File: config.mk
export PLATFORM = sky130hd
export DESIGN_NAME = udp_port_filter_payload_checker_core_flat
export DESIGN_NICKNAME = d
export VERILOG_FILES = /design/src/rtl/core/upc_pkg.sv /design/src/rtl/core/upc_in_if.sv /design/src/rtl/core/upc_out_if.sv /design/src/rtl/core/upc_cfg_if.sv /design/src/rtl/core/upc_result_fifo.sv /design/src/rtl/core/udp_port_filter_payload_checker_core.sv /design/src/flat_wrapper.sv
export VERILOG_INCLUDE_DIRS = /design/src /design/src/rtl/core
export SDC_FILE = /design/constraint.sdc
export NUM_CORES = 1
export LEC_CHECK = 0
export BUFFER_PORTS_ARGS = -buffer_cell sky130_fd_sc_hd__buf_2
export CORE_ASPECT_RATIO = 0.9
export CORE_MARGIN = 4
export CORE_UTILIZATION = 44
export CTS_CLUSTER_SIZE = 24
export DETAILED_ROUTE_END_ITERATION = 16
export GPL_ROUTABILITY_DRIVEN = 0
export GPL_TIMING_DRIVEN = 1
export PLACE_DENSITY_LB_ADDON = 0.05
export SETUP_SLACK_MARGIN = 0.02
export SLEW_MARGIN = 5
export SYNTH_ARGS = -nofsm -noshare
export SYNTH_HDL_FRONTEND = slang
export SYNTH_SLANG_ARGS = --single-unit
File: constraint.sdc
create_clock -name clk -period 14.55 [get_ports clk]
set_input_delay 2.91 -clock clk [delete_from_list [all_inputs] [get_ports clk]]
set_output_delay 2.91 -clock clk [all_outputs]
set_load 0.01 [all_outputs]
File: src/rtl/core/udp_port_filter_payload_checker_core_assert.svh
// ----------------------------------------------------------------------------
// udp port filter payload checker - assertion macros
// concurrent checks clocked on clk, disabled while rst_n is low
// ----------------------------------------------------------------------------
`ifndef UDP_PORT_FILTER_PAYLOAD_CHECKER_CORE_ASSERT_SVH
`define UDP_PORT_FILTER_PAYLOAD_CHECKER_CORE_ASSERT_SVH

`ifndef SYNTHESIS
// plain property check
`define UPC_ASSERT(lbl, prop, msg) \
    lbl: assert property (@(posedge clk) disable iff (!rst_n) (prop)) else $error(msg);
// implication check, antecedent then consequent in the same cycle
`define UPC_ASSERT_IMP(lbl, ante, cons, msg) \
    lbl: assert property (@(posedge clk) disable iff (!rst_n) (ante) |-> (cons)) \
        else $error(msg);
// implication check, consequent in the cycle after
`define UPC_ASSERT_NEXT(lbl, ante, cons, msg) \
    lbl: assert property (@(posedge clk) disable iff (!rst_n) (ante) |=> (cons)) \
        else $error(msg);
`else
`define UPC_ASSERT(lbl, prop, msg)
`define UPC_ASSERT_IMP(lbl, ante, cons, msg)
`define UPC_ASSERT_NEXT(lbl, ante, cons, msg)
`endif

`endif

File: src/rtl/core/upc_pkg.sv
// ----------------------------------------------------------------------------
// upc_pkg
// types and fixed constants of the udp port filter payload checker
// ----------------------------------------------------------------------------
`default_nettype none

package upc_pkg;

    // frame layout
    localparam logic [15:0] ETH_HDR_BYTES  = 16'd14;
    localparam logic [15:0] IHL_OFFSET     = 16'd14;
    localparam logic [15:0] PROTO_OFFSET   = 16'd23;
    localparam logic [15:0] UDP_HDR_BYTES  = 16'd8;
    localparam logic [15:0] DPORT_OFFSET   = 16'd2;
    localparam logic [15:0] ULEN_OFFSET    = 16'd4;
    localparam logic [15:0] MIN_FRAME      = 16'd42;
    localparam logic [7:0]  PROTO_UDP      = 8'd17;
    localparam logic [15:0] PORT_RESET     = 16'd9999;

    // malformation pair
    localparam logic [7:0]  PAT_FIRST      = 8'h45;
    localparam logic [7:0]  PAT_SECOND     = 8'h00;

    typedef enum logic [2:0] {
        V_SHORT      = 3'd0,
        V_NOT_UDP    = 3'd1,
        V_OTHER_PORT = 3'd2,
        V_BAD_LENGTH = 3'd3,
        V_MALFORMED  = 3'd4,
        V_GOOD       = 3'd5
    } verdict_t;

    typedef enum logic {
        KIND_PAYLOAD = 1'b0,
        KIND_VERDICT = 1'b1
    } item_kind_t;

    typedef struct packed {
        item_kind_t  item_kind;
        logic [7:0]  payload_byte;
        logic [15:0] payload_index;
        logic        within_length;
        verdict_t    verdict;
        logic [15:0] logged_length;
        logic [31:0] record_number;
        logic        last_of_run;
    } result_t;

    typedef struct packed {
        logic nonempty;
        logic room_for_two;
    } fifo_status_t;

endpackage

`default_nettype wire

File: src/rtl/core/upc_in_if.sv
// ----------------------------------------------------------------------------
// upc_in_if
// frame byte channel
// ----------------------------------------------------------------------------
`default_nettype none

interface upc_in_if;
    logic       valid;
    logic       ready;
    logic [7:0] frame_byte;
    logic       frame_end;

    modport source (output valid, output frame_byte, output frame_end, input ready);
    modport sink   (input valid, input frame_byte, input frame_end, output ready);
endinterface

`default_nettype wire

File: src/rtl/core/upc_out_if.sv
// ----------------------------------------------------------------------------
// upc_out_if
// result channel: payload bytes and end-of-frame verdicts
// ----------------------------------------------------------------------------
`default_nettype none

interface upc_out_if;
    logic        valid;
    logic        ready;
    logic        item_kind;
    logic [7:0]  payload_byte;
    logic [15:0] payload_index;
    logic        within_length;
    logic [2:0]  verdict;
    logic [15:0] logged_length;
    logic [31:0] record_number;
    logic        last_of_run;

    modport source (
        output valid, output item_kind, output payload_byte, output payload_index,
        output within_length, output verdict, output logged_length,
        output record_number, output last_of_run, input ready
    );
    modport sink (
        input valid, input item_kind, input payload_byte, input payload_index,
        input within_length, input verdict, input logged_length,
        input record_number, input last_of_run, output ready
    );
endinterface

`default_nettype wire

File: src/rtl/core/upc_cfg_if.sv
// ----------------------------------------------------------------------------
// upc_cfg_if
// configuration write channel for the match port register
// ----------------------------------------------------------------------------
`default_nettype none

interface upc_cfg_if;
    logic        valid;
    logic        ready;
    logic [15:0] data;

    modport source (output valid, output data, input ready);
    modport sink   (input valid, input data, output ready);
endinterface

`default_nettype wire

File: src/rtl/core/upc_result_fifo.sv
// ----------------------------------------------------------------------------
// upc_result_fifo
// four-entry result queue, up to two pushes and one pop per cycle
// ----------------------------------------------------------------------------
`default_nettype none

module upc_result_fifo (
    input  wire logic                  clk,
    input  wire logic                  rst_n,
    input  wire logic [1:0]            push_count,
    input  wire upc_pkg::result_t      push_first,
    input  wire upc_pkg::result_t      push_second,
    input  wire logic                  pop,
    output upc_pkg::result_t           head,
    output upc_pkg::fifo_status_t      status
);

    localparam int DEPTH = 4;
    localparam int PW    = $clog2(DEPTH);
    localparam int CW    = $clog2(DEPTH + 1);

    upc_pkg::result_t mem [DEPTH];

    logic [PW-1:0] wr_ptr_reg, wr_ptr_next;
    logic [PW-1:0] rd_ptr_reg, rd_ptr_next;
    logic [CW-1:0] count_reg, count_next;
    logic [PW-1:0] wr_ptr_plus1;

    assign wr_ptr_plus1 = wr_ptr_reg + PW'(1);

    always_comb
    begin
        wr_ptr_next = wr_ptr_reg + PW'(push_count);
        rd_ptr_next = rd_ptr_reg + PW'(pop);
        count_next  = count_reg + CW'(push_count) - CW'(pop);
    end

    always_ff @(posedge clk or negedge rst_n)
    begin
        if (!rst_n)
        begin
            wr_ptr_reg <= '0;
            rd_ptr_reg <= '0;
            count_reg  <= '0;
        end
        else
        begin
            wr_ptr_reg <= wr_ptr_next;
            rd_ptr_reg <= rd_ptr_next;
            count_reg  <= count_next;
        end
    end

    always_ff @(posedge clk)
    begin
        if (push_count != 2'd0)
            mem[wr_ptr_reg] <= push_first;
        if (push_count == 2'd2)
            mem[wr_ptr_plus1] <= push_second;
    end

    assign head                = mem[rd_ptr_reg];
    assign status.nonempty     = (count_reg != '0);
    assign status.room_for_two = (count_reg <= CW'(DEPTH - 2));

endmodule

`default_nettype wire

File: src/rtl/core/udp_port_filter_payload_checker_core.sv
// ----------------------------------------------------------------------------
// udp_port_filter_payload_checker_core
// udp destination port filter with payload forwarding and pair scan
// ----------------------------------------------------------------------------
// Frame bytes enter on rx, one beat per byte, frame_end on the final byte.
// Each beat is latched in an input stage and handled once the buffer has room
// for two results: header fields are picked out by byte offset, payload bytes
// (offset H+8 and on) are forwarded as payload results, and the final beat
// also yields a verdict result. Results queue in a four-entry buffer ahead of
// tx, so one byte per cycle is sustained while tx keeps up; a final beat that
// is also a payload byte yields two results and costs one extra tx beat.
// rx.ready drops only when the input stage holds a beat and the buffer has
// fewer than two free entries. An rx beat passes through the input stage and
// the result buffer before its first tx beat. The match port is written
// through cfg, which is always ready; write only while the block is idle.
`default_nettype none
`include "udp_port_filter_payload_checker_core_assert.svh"

module udp_port_filter_payload_checker_core #(
    parameter int MAX_FRAME_BYTES = 65535
) (
    input  wire logic clk,
    input  wire logic rst_n,
    upc_in_if.sink    rx,
    upc_out_if.source tx,
    upc_cfg_if.sink   cfg
);

    localparam logic [15:0] MAX_BYTES = 16'(MAX_FRAME_BYTES);

    // input stage
    logic       stg_valid_reg;
    logic [7:0] stg_byte_reg;
    logic       stg_end_reg;
    logic       stg_fire;

    // configuration
    logic [15:0] match_port_reg;

    // per-frame state
    logic [15:0] byte_offset_reg,  byte_offset_next;
    logic [3:0]  header_words_reg, header_words_next;
    logic [7:0]  ip_protocol_reg,  ip_protocol_next;
    logic [15:0] seen_port_reg,    seen_port_next;
    logic [15:0] udp_length_reg,   udp_length_next;
    logic [7:0]  prev_byte_reg,    prev_byte_next;
    logic        prev_in_pay_reg,  prev_in_pay_next;
    logic        pattern_reg,      pattern_next;
    logic [31:0] record_counter_reg, record_counter_next;

    // result build
    upc_pkg::result_t      res_pay, res_ver, push_first, push_second, head;
    upc_pkg::fifo_status_t fifo_status;
    logic [1:0]            push_count;
    logic                  pay_hit;
    logic                  logged_frame;

    assign cfg.ready = 1'b1;
    assign stg_fire  = stg_valid_reg && fifo_status.room_for_two;
    assign rx.ready  = !stg_valid_reg || stg_fire;

    always_ff @(posedge clk or negedge rst_n)
    begin
        if (!rst_n)
            match_port_reg <= upc_pkg::PORT_RESET;
        else if (cfg.valid)
            match_port_reg <= cfg.data;
    end

    always_ff @(posedge clk or negedge rst_n)
    begin
        if (!rst_n)
            stg_valid_reg <= 1'b0;
        else if (rx.ready)
            stg_valid_reg <= rx.valid;
    end

    // payload of the input stage, no reset needed
    always_ff @(posedge clk)
    begin
        if (rx.ready && rx.valid)
        begin
            stg_byte_reg <= rx.frame_byte;
            stg_end_reg  <= rx.frame_end;
        end
    end

    // offset compares, field capture, pair scan and verdict
    always_comb
    begin
        logic [15:0] off;
        logic [15:0] hdr;
        logic [15:0] pay;
        logic [15:0] idx;
        logic [15:0] cap;
        logic        active;
        logic        in_len;
        upc_pkg::verdict_t vd;
        logic [15:0] logged;

        off    = byte_offset_reg;
        active = off < MAX_BYTES;
        in_len = 1'b0;
        idx    = '0;
        pay_hit = 1'b0;

        header_words_next = header_words_reg;
        ip_protocol_next  = ip_protocol_reg;
        seen_port_next    = seen_port_reg;
        udp_length_next   = udp_length_reg;
        prev_byte_next    = prev_byte_reg;
        prev_in_pay_next  = prev_in_pay_reg;
        pattern_next      = pattern_reg;
        byte_offset_next  = off;

        if (active && off == upc_pkg::IHL_OFFSET)
            header_words_next = stg_byte_reg[3:0];

        // header start of udp: 14 + 4 * ihl
        hdr = upc_pkg::ETH_HDR_BYTES + {10'd0, header_words_next, 2'b00};
        pay = hdr + upc_pkg::UDP_HDR_BYTES;

        if (active)
        begin
            if (off == upc_pkg::PROTO_OFFSET)
                ip_protocol_next = stg_byte_reg;
            if (off == hdr + upc_pkg::DPORT_OFFSET)
                seen_port_next[15:8] = stg_byte_reg;
            if (off == hdr + upc_pkg::DPORT_OFFSET + 16'd1)
                seen_port_next[7:0] = stg_byte_reg;
            if (off == hdr + upc_pkg::ULEN_OFFSET)
                udp_length_next[15:8] = stg_byte_reg;
            if (off == hdr + upc_pkg::ULEN_OFFSET + 16'd1)
                udp_length_next[7:0] = stg_byte_reg;
            if (off >= pay)
            begin
                pay_hit = 1'b1;
                idx     = off - pay;
                in_len  = (udp_length_next > upc_pkg::UDP_HDR_BYTES) &&
                          (idx < udp_length_next - upc_pkg::UDP_HDR_BYTES);
                if (in_len && prev_in_pay_reg && prev_byte_reg == upc_pkg::PAT_FIRST &&
                    stg_byte_reg == upc_pkg::PAT_SECOND)
                    pattern_next = 1'b1;
            end
            prev_in_pay_next = pay_hit;
            prev_byte_next   = stg_byte_reg;
            byte_offset_next = off + 16'd1;
        end

        // verdict on the closing beat
        cap          = byte_offset_next;
        logged       = '0;
        logged_frame = 1'b0;
        if (cap < upc_pkg::MIN_FRAME)
            vd = upc_pkg::V_SHORT;
        else if (ip_protocol_next != upc_pkg::PROTO_UDP)
            vd = upc_pkg::V_NOT_UDP;
        else if (cap < pay)
            vd = upc_pkg::V_SHORT;
        else if (seen_port_next != match_port_reg)
            vd = upc_pkg::V_OTHER_PORT;
        else
        begin
            logged_frame = 1'b1;
            if (udp_length_next <= upc_pkg::UDP_HDR_BYTES)
            begin
                vd     = upc_pkg::V_BAD_LENGTH;
                logged = cap - pay;
            end
            else
            begin
                vd     = pattern_next ? upc_pkg::V_MALFORMED : upc_pkg::V_GOOD;
                logged = udp_length_next - upc_pkg::UDP_HDR_BYTES;
            end
        end

        res_pay.item_kind     = upc_pkg::KIND_PAYLOAD;
        res_pay.payload_byte  = stg_byte_reg;
        res_pay.payload_index = idx;
        res_pay.within_length = in_len;
        res_pay.verdict       = upc_pkg::V_SHORT;
        res_pay.logged_length = '0;
        res_pay.record_number = '0;
        res_pay.last_of_run   = 1'b0;

        res_ver.item_kind     = upc_pkg::KIND_VERDICT;
        res_ver.payload_byte  = '0;
        res_ver.payload_index = '0;
        res_ver.within_length = 1'b0;
        res_ver.verdict       = vd;
        res_ver.logged_length = logged;
        res_ver.record_number = logged_frame ? record_counter_reg : 32'd0;
        res_ver.last_of_run   = 1'b1;

        record_counter_next = record_counter_reg;
        if (stg_end_reg)
        begin
            if (logged_frame)
                record_counter_next = record_counter_reg + 32'd1;
            // frame closed: clear per-frame state
            byte_offset_next  = '0;
            header_words_next = '0;
            ip_protocol_next  = '0;
            seen_port_next    = '0;
            udp_length_next   = '0;
            prev_byte_next    = '0;
            prev_in_pay_next  = 1'b0;
            pattern_next      = 1'b0;
        end

        // payload result goes ahead of the verdict
        push_first  = pay_hit ? res_pay : res_ver;
        push_second = res_ver;
        push_count  = stg_fire ? (2'(pay_hit) + 2'(stg_end_reg)) : 2'd0;
    end

    always_ff @(posedge clk or negedge rst_n)
    begin
        if (!rst_n)
        begin
            byte_offset_reg    <= '0;
            header_words_reg   <= '0;
            ip_protocol_reg    <= '0;
            seen_port_reg      <= '0;
            udp_length_reg     <= '0;
            prev_byte_reg      <= '0;
            prev_in_pay_reg    <= 1'b0;
            pattern_reg        <= 1'b0;
            record_counter_reg <= '0;
        end
        else if (stg_fire)
        begin
            byte_offset_reg    <= byte_offset_next;
            header_words_reg   <= header_words_next;
            ip_protocol_reg    <= ip_protocol_next;
            seen_port_reg      <= seen_port_next;
            udp_length_reg     <= udp_length_next;
            prev_byte_reg      <= prev_byte_next;
            prev_in_pay_reg    <= prev_in_pay_next;
            pattern_reg        <= pattern_next;
            record_counter_reg <= record_counter_next;
        end
    end

    // result queue decouples tx stalls from the byte stream
    upc_result_fifo u_fifo (
        .clk         (clk),
        .rst_n       (rst_n),
        .push_count  (push_count),
        .push_first  (push_first),
        .push_second (push_second),
        .pop         (tx.valid && tx.ready),
        .head        (head),
        .status      (fifo_status)
    );

    assign tx.valid         = fifo_status.nonempty;
    assign tx.item_kind     = head.item_kind;
    assign tx.payload_byte  = head.payload_byte;
    assign tx.payload_index = head.payload_index;
    assign tx.within_length = head.within_length;
    assign tx.verdict       = head.verdict;
    assign tx.logged_length = head.logged_length;
    assign tx.record_number = head.record_number;
    assign tx.last_of_run   = head.last_of_run;

    // a beat is only taken on into the frame logic with room for both results
    `UPC_ASSERT_IMP(a_room, stg_fire, fifo_status.room_for_two, "stage fired without room")
    // closing beat leaves the per-frame state cleared
    `UPC_ASSERT_NEXT(a_clear, stg_fire && stg_end_reg,
        byte_offset_reg == 16'd0 && !pattern_reg, "frame state not cleared")
    // record counter moves by one per logged frame
    `UPC_ASSERT_NEXT(a_rec, stg_fire && stg_end_reg && logged_frame,
        record_counter_reg == $past(record_counter_reg) + 32'd1, "record counter slip")
    // offset never runs past the capture limit
    `UPC_ASSERT(a_off, byte_offset_reg <= MAX_BYTES, "byte offset beyond limit")

endmodule

`default_nettype wire

File: src/flat_wrapper.sv
// flat-port wrapper written by rule: the top's interface ports become plain ports
module udp_port_filter_payload_checker_core_flat 
#(
    parameter int MAX_FRAME_BYTES = 65535
)
  (clk, rst_n, rx_valid, rx_frame_byte, rx_frame_end, rx_ready, tx_valid, tx_item_kind, tx_payload_byte, tx_payload_index, tx_within_length, tx_verdict, tx_logged_length, tx_record_number, tx_last_of_run, tx_ready, cfg_valid, cfg_data, cfg_ready);
  upc_in_if rx_i ();
  upc_out_if tx_i ();
  upc_cfg_if cfg_i ();
  input  wire logic clk;
  input  wire logic rst_n;
  input wire logic [$bits(rx_i.valid)-1:0] rx_valid;
  input wire logic [$bits(rx_i.frame_byte)-1:0] rx_frame_byte;
  input wire logic [$bits(rx_i.frame_end)-1:0] rx_frame_end;
  output wire logic [$bits(rx_i.ready)-1:0] rx_ready;
  output wire logic [$bits(tx_i.valid)-1:0] tx_valid;
  output wire logic [$bits(tx_i.item_kind)-1:0] tx_item_kind;
  output wire logic [$bits(tx_i.payload_byte)-1:0] tx_payload_byte;
  output wire logic [$bits(tx_i.payload_index)-1:0] tx_payload_index;
  output wire logic [$bits(tx_i.within_length)-1:0] tx_within_length;
  output wire logic [$bits(tx_i.verdict)-1:0] tx_verdict;
  output wire logic [$bits(tx_i.logged_length)-1:0] tx_logged_length;
  output wire logic [$bits(tx_i.record_number)-1:0] tx_record_number;
  output wire logic [$bits(tx_i.last_of_run)-1:0] tx_last_of_run;
  input wire logic [$bits(tx_i.ready)-1:0] tx_ready;
  input wire logic [$bits(cfg_i.valid)-1:0] cfg_valid;
  input wire logic [$bits(cfg_i.data)-1:0] cfg_data;
  output wire logic [$bits(cfg_i.ready)-1:0] cfg_ready;
  assign rx_i.valid = rx_valid;
  assign rx_i.frame_byte = rx_frame_byte;
  assign rx_i.frame_end = rx_frame_end;
  assign rx_ready = rx_i.ready;
  assign tx_valid = tx_i.valid;
  assign tx_item_kind = tx_i.item_kind;
  assign tx_payload_byte = tx_i.payload_byte;
  assign tx_payload_index = tx_i.payload_index;
  assign tx_within_length = tx_i.within_length;
  assign tx_verdict = tx_i.verdict;
  assign tx_logged_length = tx_i.logged_length;
  assign tx_record_number = tx_i.record_number;
  assign tx_last_of_run = tx_i.last_of_run;
  assign tx_i.ready = tx_ready;
  assign cfg_i.valid = cfg_valid;
  assign cfg_i.data = cfg_data;
  assign cfg_ready = cfg_i.ready;
  udp_port_filter_payload_checker_core #(.MAX_FRAME_BYTES(MAX_FRAME_BYTES)) u_core (.clk(clk), .rst_n(rst_n), .rx(rx_i), .tx(tx_i), .cfg(cfg_i));
endmodule
Yosys cells after proc, flatten, opt, wreduce, memory -nomap -nowiden
Memories as Yosys holds them, arrays and structs flattened.
Index checks and enable logic that the tools add are counted.
Operators by class
  add/sub/neg operators: 18
  $lt $le $gt $ge: 8
  eq/ne operators: 10
  mux-type cells: 53
  reductions and logical operators: 16
Operators by type and width (count)
  2-to-1 mux 16 bit: 13
  2-to-1 mux 8 bit: 11
  2-to-1 mux 78 bit: 1
  equality test 16 bit: 4
  adder 16 x 1 -> 16 bit, second input constant: 3
  adder 32 x 1 -> 32 bit, second input constant: 1
  < comparator 16 bit: 2
  2-to-1 mux 32 bit: 1
  subtractor 16 bit: 2
  subtractor 16 x 4 -> 16 bit, second input constant: 2
  2-to-1 mux 1 bit: 19
  adder 16 x 2 -> 16 bit, second input constant: 1
  adder 16 x 3 -> 16 bit, second input constant: 1
  adder 16 x 4 -> 16 bit, second input constant: 1
  equality test 16 x 4 -> 1 bit, second input constant: 1
  equality test 16 x 5 -> 1 bit, second input constant: 1
  greater-or-equal comparator 16 bit: 1
  > comparator 16 x 4 -> 1 bit, second input constant: 1
  less-or-equal comparator 16 x 4 -> 1 bit, second input constant: 1
  < comparator 16 bit, second input constant: 1
  < comparator 16 x 6 -> 1 bit, second input constant: 1
  inequality test 16 bit: 1
  2-to-1 mux 3 bit: 5
  equality test 8 x 7 -> 1 bit, second input constant: 1
  other kinds (20): 29
Word-level totals
  register bits: 135
  RAM bits: 312
  bits of input ports: 30
  output and inout bits: 81
  logic and storage cells: 122
  memories: 1
Memories
  u_core.u_fifo.mem: depth 4, width 78, rd ports 1, clocked after Yosys merged registers in 0, write ports 2, line upc_result_fifo.sv:22  | upc_pkg::result_t mem [DEPTH];

Depth between registers and ports, before layout
Gate-level depths: netlist (run 1).
  word-level depth: 25
  depth in mapped cells: 33
  mapped depth without buffers: 29

By module
Synthesis (run 1) repeated with hierarchy kept, for this count alone.
Second synthesis, totals
  cells, all modules: 1970
  area total of the unflattened synthesis: 25356.8 sq um
By module, submodules not included
  upc_result_fifo: instances 1, cells each 794, area each 15511.1 sq um, sequential area each 9544.2 sq um
  udp_port_filter_payload_checker_core: instances 1, cells each 1176, area each 9845.7 sq um, sequential area each 3258.1 sq um

Worst setup path before layout (run 1)
No wires, ideal clock.
  path type: reg-to-reg
  start: reg u_core.byte_offset_reg[0]
  end: mem u_core.u_fifo.mem[1][22] (netlist bit) (data pin)
  arrival time: 7100 ps
  path slack: 7318 ps
  stages on the path, launching flop included: 29
  path buffers: 5
  cells stage by stage: dfrtp_1 inv_1 ha_1 clkbuf_1 and3b_1 nand4_4 mux2i_1 ha_1 inv_1 a21oi_1 a211o_1 ha_1 nand4_1 o21ai_0 or3_1 o21ai_1 clkinv_1 clkbuf_1 ha_1 mux2_2 nand2_1 or2_2 clkbuf_1 inv_1 nand2_1 nor2_1 buf_2 clkbuf_1 and2_1
RTL lines
  start, declared: line udp_port_filter_payload_checker_core.sv:41  | logic [15:0] byte_offset_reg, byte_offset_next;
  start signal, assigned: line udp_port_filter_payload_checker_core.sv:233  | byte_offset_reg <= byte_offset_next;
  end, declared: line upc_result_fifo.sv:22

==> results.cfg, run 1 <==
[route]
vias = 15600
routedWlPerCell_microns = 22.7
final_antenna_net_count = 0
dr.pass1.iters = 5
drc = 0
wl_microns = 61800
drt-initial-drc-count = 1290
vias_per_cell = 5.74

[floorplanning]
dieArea_sq_um = 54200
start_util = 0.449
rows = 77
ios = 111
die_w_microns = 245
dieHeight_microns = 221
coreArea_sq_um = 49500

[finish]
drive_above_1_share = 0.179
layoutNonFillerInstCount = 2721
final_cell_mix = 213 x edfxtp_1, 208 x nand2_1, 158 x o21ai_0
fillers = 4449
final_common_cell = edfxtp_1
areaGrowthSynthToFinish_pct = 12.3
nets = 2087
largest_reg_flops = 308

[global_route]
grt_pass1_vias = 15600
track_usage = 0.227
antenna_found_initial = 1
grt.overflow.total = 0
grt_pass1_wl_microns = 96600
grt_start_max_net_pins = 73

[timing]
finalSetupTns_ns = 0
finalSetupViolations = 0
fin_crit_ns = 8.67
fin_worst_skew_ns = 0.0190
slew_viol_final = 0
worst_pin_slew_ns = 1.06
fin_crit_sh = 0.596
rsz0062_at_grt = no
hold_violations = 0
fmax_ghz = 0.115
slew_headroom = 0.275

[clocking]
clock-sinks = 443
cts_resized = 0
cts_hold_buf = 0
cts_max_level = 2
clock_latency_ns = 0.58
postCtsSetupBuffers = 0
clk_path_buf_depth = 3
tritoncts = done
root_buffer = clkbuf_16
cts_buffers = 48
clkTransAtPathRegs_ns = 0.06

[yosys]
postSynth.asyncResetShare = 0.284
synth_fa_ha_area_frac = 0.0269
synth_top_family_by_area = simple AND/OR/NAND/NOR gates
avgSynthCellArea_sq_um = 11.4
yosys_warnings = 0
synth_compound_area_frac = 0.108
syn_area_sq_um = 22200
synth-seq-area-share = 0.524
ys_seq_elements = 443
synth_xor_area_frac = 0.0450
syn_nets = 2030
synthFlopType = edfxtp_1
synthMuxAreaShare = 0.100
netlist_instances = 1954
yosysUniqueCellTypes = 88
synth-edff-count = 213
synth-simple-area-share = 0.162

[setup_path]
critPathCaptureType = register
cp_max_fo = 16
crit_arrival_ns = 8.99
cp.required_ns = 14.87
start_kind = register
worst-setup-path-type = register to register

[place]
dp_hpwl_microns = 40600
portBuffers = 109
dp_cells = 2632

[power_and_ir_drop]
irDropWorstVdd_uv = 132
p_leak_nw = 9.67
pwr_density_cell_nw_per_um2 = 151

[job]
maxCapViolCount = 0

[hold_path]
worst_hold_path_type = register to register

[outcome]
outcome = complete, no violations
==> routing by layer <==
layer | vias up | share of wire | global-route usage
met2 | 497 | 0.45 | 0.350
li1 | 7231 | - | -
met1 | 7820 | 0.47 | 0.345
met5 | - | 0 | 0
met3 | 77 | 0.058 | 0.0312
met4 | 0 | 0.015 | 0.0473
==> final timing paths <==
check | startpoint | endpoint | slack, ns | depth (start not counted)
setup reg to reg | u_core.byte_offset_reg[0] | u_core.u_fifo.mem[2][49] | 5.88 | 27
max in group asynchronous | rst_n | u_core.record_counter_reg[20] | 10.84 | 2
setup / recovery | u_core.byte_offset_reg[0] | u_core.u_fifo.mem[2][49] | 5.88 | 27
min in group asynchronous | rst_n | u_core.match_port_reg[6] | 2.36 | 1
hold reg to reg | u_core.u_fifo.mem[0][0] | u_core.u_fifo.mem[0][0] | 0.45 | 2
hold / removal | u_core.u_fifo.mem[0][0] | u_core.u_fifo.mem[0][0] | 0.45 | 2
==> worst max-delay path: stages (launching register included) <==
cell and delay [ns]:
dfrtp_1 0.47, inv_1 0.23, ha_1 0.44, and3b_1 0.27, nand4_4 0.19, mux2i_1 0.56, inv_1 0.16, ha_1 0.36
a21o_1 0.17, a2111oi_0 0.76, and2_1 0.27, and2_1 0.47, and3_1 0.70, mux2i_1 0.36, ha_1 0.34, nand2_1 0.10
xnor2_1 0.14, ha_1 0.32, a21o_1 0.16, a21o_1 0.17, a21o_1 0.17, a21o_1 0.17, a211oi_1 0.21, o21ai_0 0.15
a2111oi_0 0.36, o22ai_1 0.18, a221oi_2 0.43, nor2_1 0.09
==> report_power, final <==
group / total, W / switching (W) / internal (W) / leakage (nW)
clock: 0.00128 / 0.000503 / 0.000778 / 0.814
combinational: 0.000953 / 0.000593 / 0.000360 / 4.40
sequential: 0.00155 / 0.000112 / 0.00143 / 4.46
total: 0.00378 / 0.00121 / 0.00257 / 9.67
==> area by class of cell <==
cell class	count	area, sq um	area share
Timing Repair Buffer	143	807	0.0323
Clock buffer	64	1360	0.0543
Tap cell	671	840	0.0336
Antenna cell	1	2.50	0.000100
Inverter	50	188	0.00751
Multi-Input combinational cell	1325	9840	0.394
Clock inverter	24	297	0.0119
Sequential cell	443	11600	0.466
==> cell usage after synthesis (7+ instances only) <==
cell type	n	area (sq um)
a211oi_1	11	82.6
a21o_1	12	90.1
a21oi_1	35	175
a22o_1	38	333
a22oi_1	38	285
and2_1	128	801
and3_1	16	100
and4_1	8	70.1
buf_1	12	45.0
buf_2	13	65.1
clkbuf_1	97	364
dfrtp_1	118	2950
dfstp_2	8	210
dfxtp_1	104	2080
edfxtp_1	213	6400
ha_1	43	538
inv_1	49	184
mux2_2	15	169
mux2i_1	28	280
mux4_2	77	1730
nand2_1	209	785
nand3_1	31	155
nand4_1	26	163
nor2_1	119	447
nor2b_1	8	50.1
nor3_1	47	235
nor3b_1	13	97.6
nor4_2	8	100
o21ai_0	158	791
o22ai_1	16	100
o31ai_1	7	52.6
or2_2	11	68.8
or3_1	10	62.6
xnor2_1	53	464
xor2_1	55	482
==> cells by family (layout without fill, tap and decap cells) <==
| family | count (synthesis) | after routing |
|---|---|---|
| DFF | 443 | 443 |
| AOI/OAI and AO/OA | 370 | 370 |
| adders and majority gates | 46 | 46 |
| muxes | 123 | 123 |
| xor gates and xnor gates | 110 | 110 |
| and+or+nand+nor | 675 | 675 |
| buffers and inverters | 186 | 281 |
| other | 1 | 2 |
==> per-stage QoR <==
stage               area (sq um)  power [W]  hold WS, ns   util  setup slack [ns]
CTS                        25000    0.00384        0.444  0.504              5.95
global placement           23300    0.00253        0.429  0.471              6.28
floorplan                  22200    0.00215        0.418      -              7.32
detailed placement         23300    0.00254        0.436  0.471              5.99
finish                     25000    0.00378        0.447  0.504              5.88
global route               25000    0.00396        0.469  0.504              5.07
Power figures use the tool's default switching activity.
==> run 2: changes to the inputs <==
- clock period: 14.55 -> 7.8 ns (I/O delays scaled with it)
==> results.cfg, run 2 (synthesis gave the netlist of run 1 again) <==
[timing]
rsz0062_at_grt = no
slew_viol_final = 0
worst_pin_slew_ns = 1.12
fin_crit_ns = 7.32
fmax_ghz = 0.137
finalSetupViolations = 0
finalSetupTns_ns = 0
slew_headroom = 0.236
hold_violations = 0
fin_crit_sh = 0.938
fin_worst_skew_ns = 0.0268
worst_hold_slack_ns = 0.450

[setup_path]
worstReg2RegStart = u_core.byte_offset_reg[0]
ff2ff_path_depth = 29
worst-setup-path-type = register to register
crit_arrival_ns = 7.63
reg2reg_slack_ns = 0.48
cp_slowest_stage_delay_ns = 0.47
start_kind = register
cp.required_ns = 8.11
cp_max_fo = 15
critPathCaptureType = register
reg2reg_to = u_core.u_fifo.mem[2][49]
slowest_stage = dfrtp_1

[floorplanning]
coreArea_sq_um = 49500
rows = 77
dieHeight_microns = 221
dieArea_sq_um = 54200
die_w_microns = 245
ios = 111
start_util = 0.449

[clocking]
tritoncts = done
cts_max_level = 2
clkTransAtPathRegs_ns = 0.06
root_buffer = clkbuf_16
cts_buffers = 49
clock_latency_ns = 0.59
clock-sinks = 443
clk_path_buf_depth = 3
postCtsSetupBuffers = 0

[route]
vias = 15600
routedWlPerCell_microns = 22.7
wl_microns = 62200
vias_per_cell = 5.71
dr.pass1.iters = 5
drt-initial-drc-count = 1276
final_antenna_net_count = 0
drc = 0

[finish]
final_common_cell = edfxtp_1
nets = 2101
largest_reg_flops = 308
areaGrowthSynthToFinish_pct = 12.6
antenna_cells = 0
final_cell_mix = 213 x edfxtp_1, 208 x nand2_1, 158 x o21ai_0
final_core_util = 0.506
drive_above_1_share = 0.186

[global_route]
antenna_found_initial = 1
grt_pass1_vias = 15700
track_usage = 0.227
grt_start_max_net_pins = 69
grt.overflow.total = 0
grt_pass1_wl_microns = 96300

[hold_path]
hold_start = u_core.u_fifo.mem[3][0]
worst_hold_path_type = register to register
whs_path_depth = 2
hold_end = u_core.u_fifo.mem[3][0]

[power_and_ir_drop]
p_leak_nw = 9.69
pwr_density_cell_nw_per_um2 = 279
irDropWorstVdd_uv = 206

[job]
maxCapViolCount = 0

[place]
dp_hpwl_microns = 40800
portBuffers = 109

[outcome]
outcome = complete, no violations
==> run 2: changes by cell type in the layout (fill, tap and decap cells not counted), moves of 2 or more <==
cell,change
buf_4,+12
bufinv_16,-3
clkbuf_1,+3
clkbuf_8,+2
clkinvlp_4,+2
mux2i_1,-2
==> run 2: critical path: cells and delay by family (launching register included) <==
family	cells	cell delay, ns
compound gates	10	2.12
simple gates	6	1.03
xor+xnor	3	0.69
buf+inv	2	0.42
flops	1	0.47
mux	3	0.85
fa+ha+maj	5	1.45
==> run 2: what timing repair did <==
item,CTS,global route
hold buffers,0,0
resized for setup,0,6
setup endpoints to repair,0,4
==> run 2: metrics by stage <==
step	setup slack [ns]	cells	power, W	cell area (sq um)
6_report	0.483	2736	0.00698	25000
5_1_grt	0.0595	2736	0.00729	25000
2_1_floorplan	0.568	1954	0.00401	22200
3_3_place_gp	0.532	2645	0.00474	23400
3_5_place_dp	0.315	2645	0.00475	23400
4_1_cts	0.299	2736	0.00706	25000
==> run 2: final cells by class <==
class / instances / area [sq um]
timing repair buffer: 156 / 917
inverter: 50 / 188
tap: 671 / 840
multi-input combinational: 1325 / 9860
fill: 4477 / 24500
clock inverter: 23 / 223
clock buffer: 68 / 1370
sequential: 443 / 11600
==> run 2: worst max-delay path by stage <==
stage                                    startpoint                       end  slack [ns]  cells after the start
after floorplan           u_core.byte_offset_reg[0]  u_core.u_fifo.mem[1][22]        0.57                     28
after global placement    u_core.byte_offset_reg[0]  u_core.u_fifo.mem[1][49]        0.53                     29
after detailed placement  u_core.byte_offset_reg[0]  u_core.u_fifo.mem[2][49]        0.31                     29
after CTS                 u_core.byte_offset_reg[0]  u_core.u_fifo.mem[1][49]        0.30                     29
after global routing      u_core.byte_offset_reg[0]  u_core.u_fifo.mem[2][49]        0.06                     29
final                     u_core.byte_offset_reg[0]  u_core.u_fifo.mem[2][49]        0.48                     29
==> run 2: per-layer routing <==
metal	routed length, microns	track usage	up-vias
li1	-	-	7263
met4	904	0.0491	0
met5	0	0	-
met2	27900	0.345	482
met3	3850	0.0370	63
met1	29600	0.345	7821
==> run 2: power breakdown <==
part / internal [W] / total, W / switching, W
Combinational: 0.000676 / 0.00181 / 0.00113
Clock: 0.00136 / 0.00231 / 0.000952
Sequential: 0.00268 / 0.00287 / 0.000188
==> run 3: changes to the inputs <==
- SYNTH_HIERARCHICAL: default -> 1
==> results.cfg, run 3 <==
[floorplanning]
dieArea_sq_um = 61500
coreArea_sq_um = 57000
ios = 111
rows = 83
start_util = 0.445
die_w_microns = 261
dieHeight_microns = 236

[setup_path]
reg2reg_slack_ns = 0.67
cp.required_ns = 8.13
reg2reg_to = u_core/u_fifo/mem[1][49]
crit_top_cell = ha_1
start_kind = register
crit_path_start = u_core/byte_offset_reg[14]
cp_slowest_stage_delay_ns = 0.63
worst-setup-path-type = register to register
worstReg2RegStart = u_core/byte_offset_reg[14]
cp.depth = 29
ff2ff_path_depth = 29
crit_arrival_ns = 7.46
critPathCaptureType = register
cp_max_fo = 11
slowest_stage = nor4_1
critPathBufInv = 2
cp_top_family = simple AND/OR/NAND/NOR gates

[yosys]
avgSynthCellArea_sq_um = 12.9
syn_area_sq_um = 25400
synth-edff-count = 321
synthFlopType = edfxtp_1
yosys_warnings = 6
postSynth.asyncResetShare = 0.282
yosys.area.top_type = edfxtp_1
synth-seq-area-share = 0.505
netlist_instances = 1970
netlist_top_cells_count = 321 x edfxtp_1, 271 x mux2_2, 118 x dfrtp_1, 118 x nand2_1, 90 x o21ai_0
synth_top_area_frac = 0.380
ys_top_cells_by_area = edfxtp_1 38%, mux2_2 12%, dfrtp_1 12%, mux4_2 6.9%, xnor2_1 2.5%
ys_seq_elements = 447
yosysUniqueCellTypes = 86
yosysMostFrequentCell = edfxtp_1

[clocking]
root_buffer = clkbuf_16
tritoncts = done
postCtsSetupBuffers = 0
clk_path_buf_depth = 3
clock_latency_ns = 0.59
clock-sinks = 447
cts_max_level = 2
cts_buffers = 50
clkTransAtPathRegs_ns = 0.06

[global_route]
grt_util_met2 = 0.353
grt_start_max_net_pins = 83
antenna_found_initial = 1
busiest_layer = met2
use_met1 = 0.331
track_usage = 0.228
use_met3 = 0.0358
grt.overflow.total = 0
grt_pass1_wl_microns = 108000
grt_pass1_vias = 17300

[timing]
worst_hold_slack_ns = 0.493
slew_viol_final = 0
fmax_ghz = 0.140
rsz0062_at_grt = no
fin_worst_skew_ns = 0.0122
worst_pin_slew_ns = 1.09
slew_headroom = 0.272
finalSetupTns_ns = 0
finalSetupViolations = 0
hold_violations = 0
fin_crit_sh = 0.914
fin_crit_ns = 7.13

[power_and_ir_drop]
pwr-share-clk = 0.310
p_leak_nw = 11.1
sequentialPowerShare = 0.418
pwr-share-comb = 0.273
report.power.total_w = 0.00719
pwr_density_cell_nw_per_um2 = 251
p_int_w = 0.00488
sw_frac_of_total = 0.321
irDropWorstVdd_uv = 156
p_sw_w = 0.00231

[hold_path]
hold_start = u_core/u_fifo/count_reg[2]
worst_hold_path_type = register to register
whs_path_depth = 1
hold_end = u_core/u_fifo/count_reg[2]

[finish]
drive_above_1_share = 0.290
largest_reg_flops = 312
final_common_cell = edfxtp_1
areaGrowthSynthToFinish_pct = 12.8
nets = 2228
final_core_util = 0.502
final_cell_mix = 321 x edfxtp_1, 271 x mux2_2, 118 x nand2_1

[route]
drt-initial-drc-count = 1121
final_antenna_net_count = 0
vias = 16900
wl_microns = 70000
vias_per_cell = 5.72
dr.pass1.iters = 5
drc = 0
routedWlPerCell_microns = 23.7

[outcome]
outcome = complete, no violations

[job]
maxCapViolCount = 0

[place]
dp_hpwl_microns = 44700
portBuffers = 109
## run 3: cell count changes after synthesis, sizes merged, moves of 18 or more
cell,delta
clkbuf,-40
a22oi,-34
xor2,-29
nor2,-38
edfxtp,+108
and2,-44
nand2,-91
buf,+36
xnor2,+18
dfxtp,-104
o21ai,-63
a22o,-20
mux2,+307
## run 3: per-stage QoR
stage | instance area [sq um] | std cells | setup slack, ns
after floorplan | 25800 | 2077 | 0.465
after global placement | 27100 | 2865 | 0.775
after detailed placement | 27100 | 2865 | 0.522
after CTS | 28600 | 2957 | 0.511
after global routing | 28600 | 2957 | 0.144
final | 28600 | 2960 | 0.671
## run 3: worst max-delay path by stage
stage                               end  slack (ns)
6_report       u_core/u_fifo/mem[1][49]        0.67
2_1_floorplan   u_core/u_fifo/mem[3][0]        0.47
5_1_grt        u_core/u_fifo/mem[3][49]        0.14
4_1_cts        u_core/u_fifo/mem[1][49]        0.51
3_5_place_dp   u_core/u_fifo/mem[1][49]        0.52
3_3_place_gp   u_core/u_fifo/mem[0][49]        0.78
## run 3: final cells by class
cell class	count	area [sq um]
Fill cell	5027	28400
Sequential cell	447	12800
Multi-Input combinational cell	1447	12200
Clock buffer	77	1400
Tap cell	765	957
Timing Repair Buffer	155	947
Inverter	51	191
Clock inverter	15	114
Antenna cell	3	7.51
## run 3: kinds of logic after synthesis
logic type / Yosys count / synth area share
buffers and inverters: 183 / 0.0338
DFF: 447 / 0.505
xor gates and xnor gates: 99 / 0.0349
AOI/OAI and AO/OA: 258 / 0.0661
and+or+nand+nor: 505 / 0.108
adders and majority gates: 46 / 0.0236
other: 2 / 0.000296
muxes: 430 / 0.229
## run 3: metal layers
| layer | routed length [microns] | vias up |
|---|---|---|
| met2 | 31900 | 433 |
| met4 | 2220 | 0 |
| met1 | 32400 | 8632 |
| met5 | 0 | - |
| li1 | - | 7739 |
| met3 | 3590 | 118 |
## run 3: power by group through the flow
stage	combinational (W)	clock [W]	sequential, W
floorplan	0.00129	0	0.00292
global placement	0.00200	0	0.00305
detailed placement	0.00200	0	0.00306
CTS	0.00200	0.00229	0.00301
global route	0.00211	0.00240	0.00303
finish	0.00196	0.00223	0.00300
## run 3: repair_timing
item	in CTS	in global routing
endpoints found under the setup margin	0	4
hold buffers	0	0
endpoints found under the hold margin	0	0
gates resized for setup	0	1
